### src/dssm_pkg.sv
`timescale 1ns / 1ps
// Shared types and codes for the dual stack shared memory unit.
// No dependencies; used by the controller, the datapath and the top level.
package dssm_pkg;

   typedef enum logic [2:0] {
      OP_PUSH_A = 3'd0,
      OP_PUSH_B = 3'd1,
      OP_POP_A  = 3'd2,
      OP_POP_B  = 3'd3,
      OP_DUMP_A = 3'd4,
      OP_DUMP_B = 3'd5
   } op_type;

   typedef enum logic [1:0] {
      ST_OK        = 2'd0,
      ST_OVERFLOW  = 2'd1,
      ST_UNDERFLOW = 2'd2,
      ST_EMPTY     = 2'd3
   } status_type;

   typedef enum logic [1:0] {
      S_IDLE = 2'd0,
      S_EXEC = 2'd1,
      S_READ = 2'd2,
      S_RESP = 2'd3
   } state_type;

   typedef struct packed {
      logic capture;
      logic exec;
      logic load_read;
      logic advance;
   } cmd_type;

   typedef struct packed {
      logic op_valid;
      logic go_read;
      logic more;
   } stat_type;

endpackage

### src/dssm_ctrl.sv
`timescale 1ns / 1ps
// Controller state machine for the dual stack shared memory unit.
// Depends on dssm_pkg; drives the datapath through cmd_type, reads stat_type.
module dssm_ctrl
   import dssm_pkg::*;
(
   input  logic     clock,
   input  logic     reset,
   input  logic     req_valid,
   output logic     req_ready,
   output logic     rsp_valid,
   input  logic     rsp_ready,
   input  stat_type stat,
   output cmd_type  cmd
);

   state_type state_ff;
   state_type state_in;

   always_ff @(posedge clock) begin
      if (reset) begin
         state_ff <= S_IDLE;
      end else begin
         state_ff <= state_in;
      end
   end

   always_comb begin
      state_in = state_ff;
      case (state_ff)
         S_IDLE: begin
            if (req_valid) begin
               state_in = S_EXEC;
            end
         end
         S_EXEC: begin
            if (!stat.op_valid) begin
               state_in = S_IDLE;
            end else if (stat.go_read) begin
               state_in = S_READ;
            end else begin
               state_in = S_RESP;
            end
         end
         S_READ: begin
            state_in = S_RESP;
         end
         S_RESP: begin
            if (rsp_ready) begin
               state_in = stat.more ? S_READ : S_IDLE;
            end
         end
         default: begin
            state_in = S_IDLE;
         end
      endcase
   end

   always_comb begin
      req_ready     = (state_ff == S_IDLE);
      rsp_valid     = (state_ff == S_RESP);
      cmd.capture   = (state_ff == S_IDLE) && req_valid;
      cmd.exec      = (state_ff == S_EXEC);
      cmd.load_read = (state_ff == S_READ);
      cmd.advance   = (state_ff == S_RESP) && rsp_ready && stat.more;
   end

endmodule

### src/dssm_dpath.sv
`timescale 1ns / 1ps
// Datapath for the dual stack shared memory unit: stack counts, shared
// memory, dump pointer and result register. Depends on dssm_pkg.
module dssm_dpath
   import dssm_pkg::*;
#(
   parameter int DEPTH = 16
)
(
   input  logic               clock,
   input  logic               reset,
   input  logic [2:0]         req_op,
   input  logic signed [31:0] req_push_value,
   input  cmd_type            cmd,
   output stat_type           stat,
   output logic [1:0]         rsp_status,
   output logic signed [31:0] rsp_value,
   output logic               rsp_last
);

   localparam int CNT_W  = $clog2(DEPTH + 1);
   localparam int ADDR_W = (DEPTH > 1) ? $clog2(DEPTH) : 1;
   localparam logic [CNT_W-1:0]  DEPTH_C = CNT_W'(DEPTH);
   localparam logic [CNT_W-1:0]  ONE_C   = CNT_W'(1);
   localparam logic [ADDR_W-1:0] LAST_C  = ADDR_W'(DEPTH - 1);

   logic [2:0]         op_ff;
   logic signed [31:0] val_ff;
   logic [CNT_W-1:0]   count_a_ff, count_a_in;
   logic [CNT_W-1:0]   count_b_ff, count_b_in;
   logic [ADDR_W-1:0]  ptr_ff, ptr_in;
   logic signed [31:0] store_ff [DEPTH];
   logic signed [31:0] rd_data_ff;
   status_type         rsp_status_ff, rsp_status_in;
   logic signed [31:0] rsp_value_ff, rsp_value_in;
   logic               rsp_last_ff, rsp_last_in;

   logic               wr_en, rd_en;
   logic [ADDR_W-1:0]  wr_addr, rd_addr;
   logic [CNT_W:0]     fill_sum;
   logic               full, sel_a, empty;
   logic               is_push, is_pop, is_dump;
   logic [CNT_W-1:0]   sel_cnt, top_a, top_b, push_b;
   logic [ADDR_W-1:0]  top_addr, ptr_next;
   logic               ptr_end;

   always_comb begin
      fill_sum = {1'b0, count_a_ff} + {1'b0, count_b_ff};
      full     = (fill_sum >= {1'b0, DEPTH_C});
      sel_a    = op_ff inside {OP_PUSH_A, OP_POP_A, OP_DUMP_A};
      is_push  = op_ff inside {OP_PUSH_A, OP_PUSH_B};
      is_pop   = op_ff inside {OP_POP_A, OP_POP_B};
      is_dump  = op_ff inside {OP_DUMP_A, OP_DUMP_B};
      sel_cnt  = sel_a ? count_a_ff : count_b_ff;
      empty    = (sel_cnt == '0);
      top_a    = count_a_ff - ONE_C;
      top_b    = DEPTH_C - count_b_ff;
      push_b   = top_b - ONE_C;
      top_addr = sel_a ? top_a[ADDR_W-1:0] : top_b[ADDR_W-1:0];
      ptr_next = sel_a ? ptr_ff - ADDR_W'(1) : ptr_ff + ADDR_W'(1);
      ptr_end  = sel_a ? (ptr_ff == '0) : (ptr_ff == LAST_C);

      stat.op_valid = is_push || is_pop || is_dump;
      stat.go_read  = (is_pop || is_dump) && !empty;
      stat.more     = is_dump && !rsp_last_ff;
   end

   always_comb begin
      count_a_in    = count_a_ff;
      count_b_in    = count_b_ff;
      ptr_in        = ptr_ff;
      rsp_status_in = rsp_status_ff;
      rsp_value_in  = rsp_value_ff;
      rsp_last_in   = rsp_last_ff;
      wr_en         = 1'b0;
      wr_addr       = count_a_ff[ADDR_W-1:0];
      rd_en         = 1'b0;
      rd_addr       = top_addr;

      if (cmd.exec) begin
         if (is_push) begin
            rsp_value_in = '0;
            rsp_last_in  = 1'b1;
            if (full) begin
               rsp_status_in = ST_OVERFLOW;
            end else begin
               rsp_status_in = ST_OK;
               wr_en         = 1'b1;
               if (sel_a) begin
                  wr_addr    = count_a_ff[ADDR_W-1:0];
                  count_a_in = count_a_ff + ONE_C;
               end else begin
                  wr_addr    = push_b[ADDR_W-1:0];
                  count_b_in = count_b_ff + ONE_C;
               end
            end
         end else if (is_pop || is_dump) begin
            if (empty) begin
               rsp_status_in = is_pop ? ST_UNDERFLOW : ST_EMPTY;
               rsp_value_in  = '0;
               rsp_last_in   = 1'b1;
            end else begin
               rd_en  = 1'b1;
               ptr_in = top_addr;
               if (is_pop) begin
                  if (sel_a) begin
                     count_a_in = count_a_ff - ONE_C;
                  end else begin
                     count_b_in = count_b_ff - ONE_C;
                  end
               end
            end
         end
      end

      if (cmd.load_read) begin
         rsp_status_in = ST_OK;
         rsp_value_in  = rd_data_ff;
         rsp_last_in   = is_pop || ptr_end;
      end

      if (cmd.advance) begin
         ptr_in  = ptr_next;
         rd_en   = 1'b1;
         rd_addr = ptr_next;
      end
   end

   always_ff @(posedge clock) begin
      if (reset) begin
         count_a_ff <= '0;
         count_b_ff <= '0;
      end else begin
         count_a_ff <= count_a_in;
         count_b_ff <= count_b_in;
      end
   end

   always_ff @(posedge clock) begin
      if (cmd.capture) begin
         op_ff  <= req_op;
         val_ff <= req_push_value;
      end
      ptr_ff        <= ptr_in;
      rsp_status_ff <= rsp_status_in;
      rsp_value_ff  <= rsp_value_in;
      rsp_last_ff   <= rsp_last_in;
   end

   always_ff @(posedge clock) begin
      if (wr_en) begin
         store_ff[wr_addr] <= val_ff;
      end
   end

   always_ff @(posedge clock) begin
      if (rd_en) begin
         rd_data_ff <= store_ff[rd_addr];
      end
   end

   assign rsp_status = rsp_status_ff;
   assign rsp_value  = rsp_value_ff;
   assign rsp_last   = rsp_last_ff;

`ifndef ASSERT_OFF
   a_fill_bound: assert property (@(posedge clock) disable iff (reset)
      fill_sum <= {1'b0, DEPTH_C})
      else $error("stack counts exceed memory depth");

   a_overflow_hold: assert property (@(posedge clock) disable iff (reset)
      (cmd.exec && is_push && full) |=> ($stable(count_a_ff) && $stable(count_b_ff)))
      else $error("overflowed push changed a stack count");

   a_advance_not_last: assert property (@(posedge clock) disable iff (reset)
      cmd.advance |-> (is_dump && !rsp_last_ff))
      else $error("dump advanced past its final beat");
`endif

endmodule

### src/dual_stack_shared_memory_unit.sv
`timescale 1ns / 1ps
// Top level of the dual stack shared memory unit: two stacks in one memory.
// Depends on dssm_pkg, dssm_ctrl and dssm_dpath.
//
//   channel  ports                                   direction
//   request  req_valid req_ready req_op req_push_value  in
//   response rsp_valid rsp_ready rsp_status rsp_value rsp_last  out
//
// Push: accepted in S_IDLE, executed in S_EXEC, result beat in S_RESP; a pop that finds its stack non-empty
// also passes through S_READ (registered memory read). Dump: first beat as for pop, then S_READ again per further beat.
// Unused op codes are dropped in S_EXEC with no beat.
// One item in flight; req_ready stays low until the final beat of an item is taken.
// Synchronous reset clears both stack counts at once; memory contents are not cleared.
module dual_stack_shared_memory_unit
   import dssm_pkg::*;
#(
   parameter int DEPTH = 16
)
(
   input  logic               clock,
   input  logic               reset,
   input  logic               req_valid,
   output logic               req_ready,
   input  logic [2:0]         req_op,
   input  logic signed [31:0] req_push_value,
   output logic               rsp_valid,
   input  logic               rsp_ready,
   output logic [1:0]         rsp_status,
   output logic signed [31:0] rsp_value,
   output logic               rsp_last
);

   cmd_type  cmd;
   stat_type stat;

   dssm_ctrl u_ctrl (
      .clock     (clock),
      .reset     (reset),
      .req_valid (req_valid),
      .req_ready (req_ready),
      .rsp_valid (rsp_valid),
      .rsp_ready (rsp_ready),
      .stat      (stat),
      .cmd       (cmd)
   );

   dssm_dpath #(
      .DEPTH (DEPTH)
   ) u_dpath (
      .clock          (clock),
      .reset          (reset),
      .req_op         (req_op),
      .req_push_value (req_push_value),
      .cmd            (cmd),
      .stat           (stat),
      .rsp_status     (rsp_status),
      .rsp_value      (rsp_value),
      .rsp_last       (rsp_last)
   );

endmodule
### config.mk
export PLATFORM = sky130hd
export DESIGN_NAME = dual_stack_shared_memory_unit
export DESIGN_NICKNAME = d
export VERILOG_FILES = /design/src/dssm_pkg.sv /design/src/dssm_ctrl.sv /design/src/dssm_dpath.sv /design/src/dual_stack_shared_memory_unit.sv
export SDC_FILE = /design/constraint.sdc
export NUM_CORES = 1
export LEC_CHECK = 0
export ABC_CLOCK_PERIOD_IN_PS = 5700
export CORE_AREA = 2 2 277 170
export CTS_CLUSTER_DIAMETER = 200
export DETAILED_ROUTE_END_ITERATION = 8
export DIE_AREA = 0 0 279 172
export DONT_BUFFER_PORTS = 1
export GPL_TIMING_DRIVEN = 0
export HOLD_SLACK_MARGIN = 0.08
export PLACE_DENSITY_LB_ADDON = 0.05
export SYNTH_ARGS = -nofsm -noshare
export SYNTH_HDL_FRONTEND = slang
export SYNTH_SLANG_ARGS = --single-unit
### constraint.sdc
create_clock -name clock -period 5.7 [get_ports clock]
set_input_delay 0.57 -clock clock [delete_from_list [all_inputs] [get_ports clock]]
set_output_delay 0.57 -clock clock [all_outputs]
set_load 0.05 [all_outputs]
==> impl_summary.txt <==
----------------------------------------------------
[Synth]
  Share of synthesized cell area in full adder, half adder and majority cells ... less than 1%
  Share of cell area taken by muxes after synthesis ... under 10%
  Most common library cells after synthesis ... sky130_fd_sc_hd__edfxtp_1, sky130_fd_sc_hd__a21oi_1, sky130_fd_sc_hd__nand2_1, sky130_fd_sc_hd__mux2i_1, sky130_fd_sc_hd__a221oi_1
  Gate count after technology mapping ... around 1500
  Synth Area in Compound Gates ... approximately 9.3%
  Fraction of registers with async set/reset ... 0%
  Synthesized net count ... roughly 1600
  Library cell occupying the most area in the post-synthesis netlist ... sky130_fd_sc_hd__edfxtp_1
  Post-Synth Simple-Gate Area ... 5.41%
  Flops & latches, synth ... between 600 and 700
  YS warnings ... 0
  Most common cell in the synthesized netlist ... sky130_fd_sc_hd__edfxtp_1
  Post-Syn Area per Cell ... about 16 µm²
  Sequential-to-total area share from yosys stat ... about three quarters
  Leading register cell type out of synthesis ... sky130_fd_sc_hd__edfxtp_1
  Top cell type's share of synthesized area ... approximately 75%
  Ranking of synthesized cells by area ... sky130_fd_sc_hd__edfxtp_1, sky130_fd_sc_hd__mux2i_1, sky130_fd_sc_hd__a221oi_1
  Dominant combinational cell family by area after synthesis ... compound AO/OA/AOI/OAI gates
  Synthesized-area fraction occupied by xor and xnor cells ... less than 1%
  Post-synthesis instance area ... approximately 25000 µm²
  Post-synth EDFFs ... 616
  Unique masters post-synth ... between 50 and 60

[CTS]
  CTS Buf Count ... 57
  # Post-CTS Setup Buffers ... 0
  H-tree levels ... 2
  Clock-pin transition on the worst setup and hold timing paths ... roughly 0.070 ns
  Number of cells upsized or downsized after cts ... 0
  Clock insertion delay at the later pin of the skew report ... around 0.60 ns
  Root Buffer ... sky130_fd_sc_hd__clkbuf_16
  Clock Sinks ... 630
  Post-CTS Hold Fix Bufs ... 36
  Max Root-Sink Buffers ... 3
  CTS tree ... done

[Global route]
  Overflow after GRT ... 0
  Met1 routing resource usage after global routing ... 41.4%
  Pin count of the biggest net entering global routing ... 25
  Met2 usage ... around two fifths
  Met3 usage ... about 4.9%
  First-pass GRT wire length ... around 90000 µm
  Via count of the first global-routing pass ... between 10000 and 15000
  Combined global-route utilization of all metal layers ... approximately a quarter
  Layer with the highest usage ... met1
  Antenna violations before repair ... 0

[Final layout]
  Number of antenna diodes ... 0
  Area overhead of the layout relative to synthesis ... 14.1%
  Share of final-layout standard cells stronger than drive strength 1 ... between 10% and 20%
  Post-layout nets ... roughly 1700
  Number of fill cells in the layout ... ~3400
  Final cell count without fillers ... about 2300
  Total non-filler cell area in the finished layout ... ~28000 µm²
  Core occupancy in the finished layout ... 61.7%

[Timing]
  Worst setup slack after layout ... around 0.63 ns
  Hold Slack ... around 0.29 ns
  Max-slew violation count ... 0
  Fin crit share ... 89.0%
  Top achievable clock speed ... approximately 200 MHz
  Maximum clock skew at final layout ... 0.0175 ns
  Rel. slew slack ... 16.5%
  Total negative setup slack ... 0 ns
  Setup repair after global routing missed its margin ... false
  Time the worst path needs with I/O delays and setup ... 5.07 ns
  Final-report setup violation count ... 0
  Slew at the pin with the worst max-slew slack ... 1.24 ns
  Final Hold Fails ... 0

[Drt]
  Initial DRC Count ... 1800
  DRC violation count after routing ... 0
  Post-DR wirelength/cell ... 27.7 µm
  Antenna Violating Nets Remaining ... 0
  Total via count in the routed design ... ~14000
  Detailed Routing Iterations Pass 1 ... 6
  Final wirelength ... between 60000 and 70000 µm
  Average via count per standard cell ... 6.19

[Min path]
  Hold Path Cell Cnt ... 4
  Hold Crit Class ... input port to flop

[Outcome]
  Run status ... finished clean

[Setup path]
  Worst path arrival time ... around 5.4 ns
  Required @ worst endpoint ... around 6.0 ns
  Depth of the most critical reg-to-reg path ... 10
  Critical path launch point type ... flop
  Slowest stage cell, crit path ... sky130_fd_sc_hd__mux2i_1
  Critical path peak fanout ... 12
  Type of the worst setup path ... flop to flop
  Critical path, cell by cell ... buf_4 > a21o_1 > inv_2 > buf_1 > fa_1 > mux2i_1 > clkbuf_1 > clkbuf_1 > a221oi_1 > or4_1
  Type of element capturing the critical path ... flop
  Largest stage delay, worst path ... between 0.7 and 0.8 ns
  Library cell appearing most often on the critical path ... sky130_fd_sc_hd__clkbuf_1

[Floorplanning]
  Cell Rows ... just over 60
  Core area ... about 46000 µm²
  Initial core utilization ... a little over half
  Vert. Die Dim ... around 170 µm
  Horizontal extent of the die ... between 200 and 300 µm
  Count of boundary I/O pins ... 76
  Die Footprint ... roughly 48000 µm²

[Pwr]
  Power density over cell area ... about 430 nW/µm²
  Worst vdd ir ... between 0.3 and 0.4 mV
  Leakage ... 9.67 nW
  Total power ... between 10 and 15 mW

[Placed design]
  Placer's final routability congestion estimate ... 0.817
  Port Buffers ... 0
  Placed cell areas ... approximately 26000 µm²
  Number of placed instances with taps included ... around 2100
  Placement Setup Slack ... 0.693 ns
  Final HPWL DP ... between 40000 and 50000 µm

[Flow run]
  Count of maximum capacitance violations ... 0

----------------------------------------------------
-- kinds of logic after synthesis --
kind of cell	count (synthesis)
DFF	630
AOI/OAI and AO/OA	310
and+or+nand+nor	273
muxes	136
buffers and inverters	115
adders and majority gates	18
xor gates and xnor gates	17
-- registers in the layout (all words and copies together), names as in the netlist --
signal	flops
u_dpath.val_ff	32
u_dpath.count_b_ff	5
u_dpath.rd_data_ff	32
u_ctrl.state_ff	2
u_dpath.rsp_status	2
u_dpath.rsp_last	1
u_dpath.rsp_value	32
u_dpath.store_ff	512
u_dpath.ptr_ff	4
u_dpath.count_a_ff	5
u_dpath.op_ff	3
-- worst max-delay path, delay by kind of cell (launching register included) --
kind                       cells  cell delay (ns)
muxes                          1             0.74
AOI/OAI and AO/OA              2             0.44
and+or+nand+nor                1             0.57
DFF                            1             0.38
adders and majority gates      1             0.56
buffers and inverters          5             2.04
-- area by class of cell --
class / instances / area (µm²) / share of cell area (%)
Clock buffer: 72 / 1530 / 5.42
Inverter: 16 / 60.1 / 0.213
Buffer: 99 / 439 / 1.56
Timing Repair Buffer: 55 / 823 / 2.93
Tap cell: 598 / 748 / 2.66
Sequential cell: 630 / 18800 / 66.7
Clock inverter: 34 / 254 / 0.903
Multi-Input combinational cell: 754 / 5510 / 19.6
-- final timing paths --
kind                                                       from                                 end  slack, ns
worst max-delay path                 u_dpath.op_ff[1]$_DFFE_PP_    u_dpath.rd_data_ff[12]$_DFFE_PP_       0.63
worst min-delay path                                  req_valid     u_ctrl.state_ff[0]$_SDFFE_PP0P_       0.29
worst max register to register       u_dpath.op_ff[1]$_DFFE_PP_    u_dpath.rd_data_ff[12]$_DFFE_PP_       0.63
worst min register to register  u_dpath.rd_data_ff[0]$_DFFE_PP_  u_dpath.rsp_value[0]$_SDFFCE_PN0P_       0.52
-- metal layers --
layer / wire [µm] / vias up
li1: - / 6185
met1: 29400 / 7115
met2: 26800 / 611
met3: 5330 / 76
met4: 867 / 0
met5: 0 / -
-- cells in the final DEF, fill, tap and decap left out, drive strengths merged, types with 2 or more instances in the layout --
cell type / count
nor3: 9
a221oi: 129
nor4b: 2
a2111oi: 4
a21o: 6
a31oi: 5
clkinvlp: 2
nor2: 31
dlygate4sd3: 36
nand4: 3
nand2b: 3
o31ai: 3
or4: 35
xor2: 10
inv: 19
ha: 16
nand2: 140
bufinv: 3
nor2b: 3
a21oi: 139
nand3b: 2
dfxtp: 14
o21ai: 10
or3: 4
o31a: 2
clkinv: 26
nor4: 2
buf: 51
edfxtp: 616
o211ai: 3
and2: 34
clkbuf: 139
fa: 2
xnor2: 7
a211oi: 3
mux2i: 135
nand3: 2
-- where the power goes --
| group | internal, mW | switching, mW | leakage (nW) | total, mW |
|---|---|---|---|---|
| sequential | 5.47 | 0.412 | 5.69 | 5.88 |
| clock | 2.03 | 1.68 | 0.873 | 3.71 |
| combinational | 0.752 | 1.70 | 3.11 | 2.45 |
| total | 8.26 | 3.79 | 9.67 | 12.0 |
No activity file was read; power rests on OpenSTA's default activity.
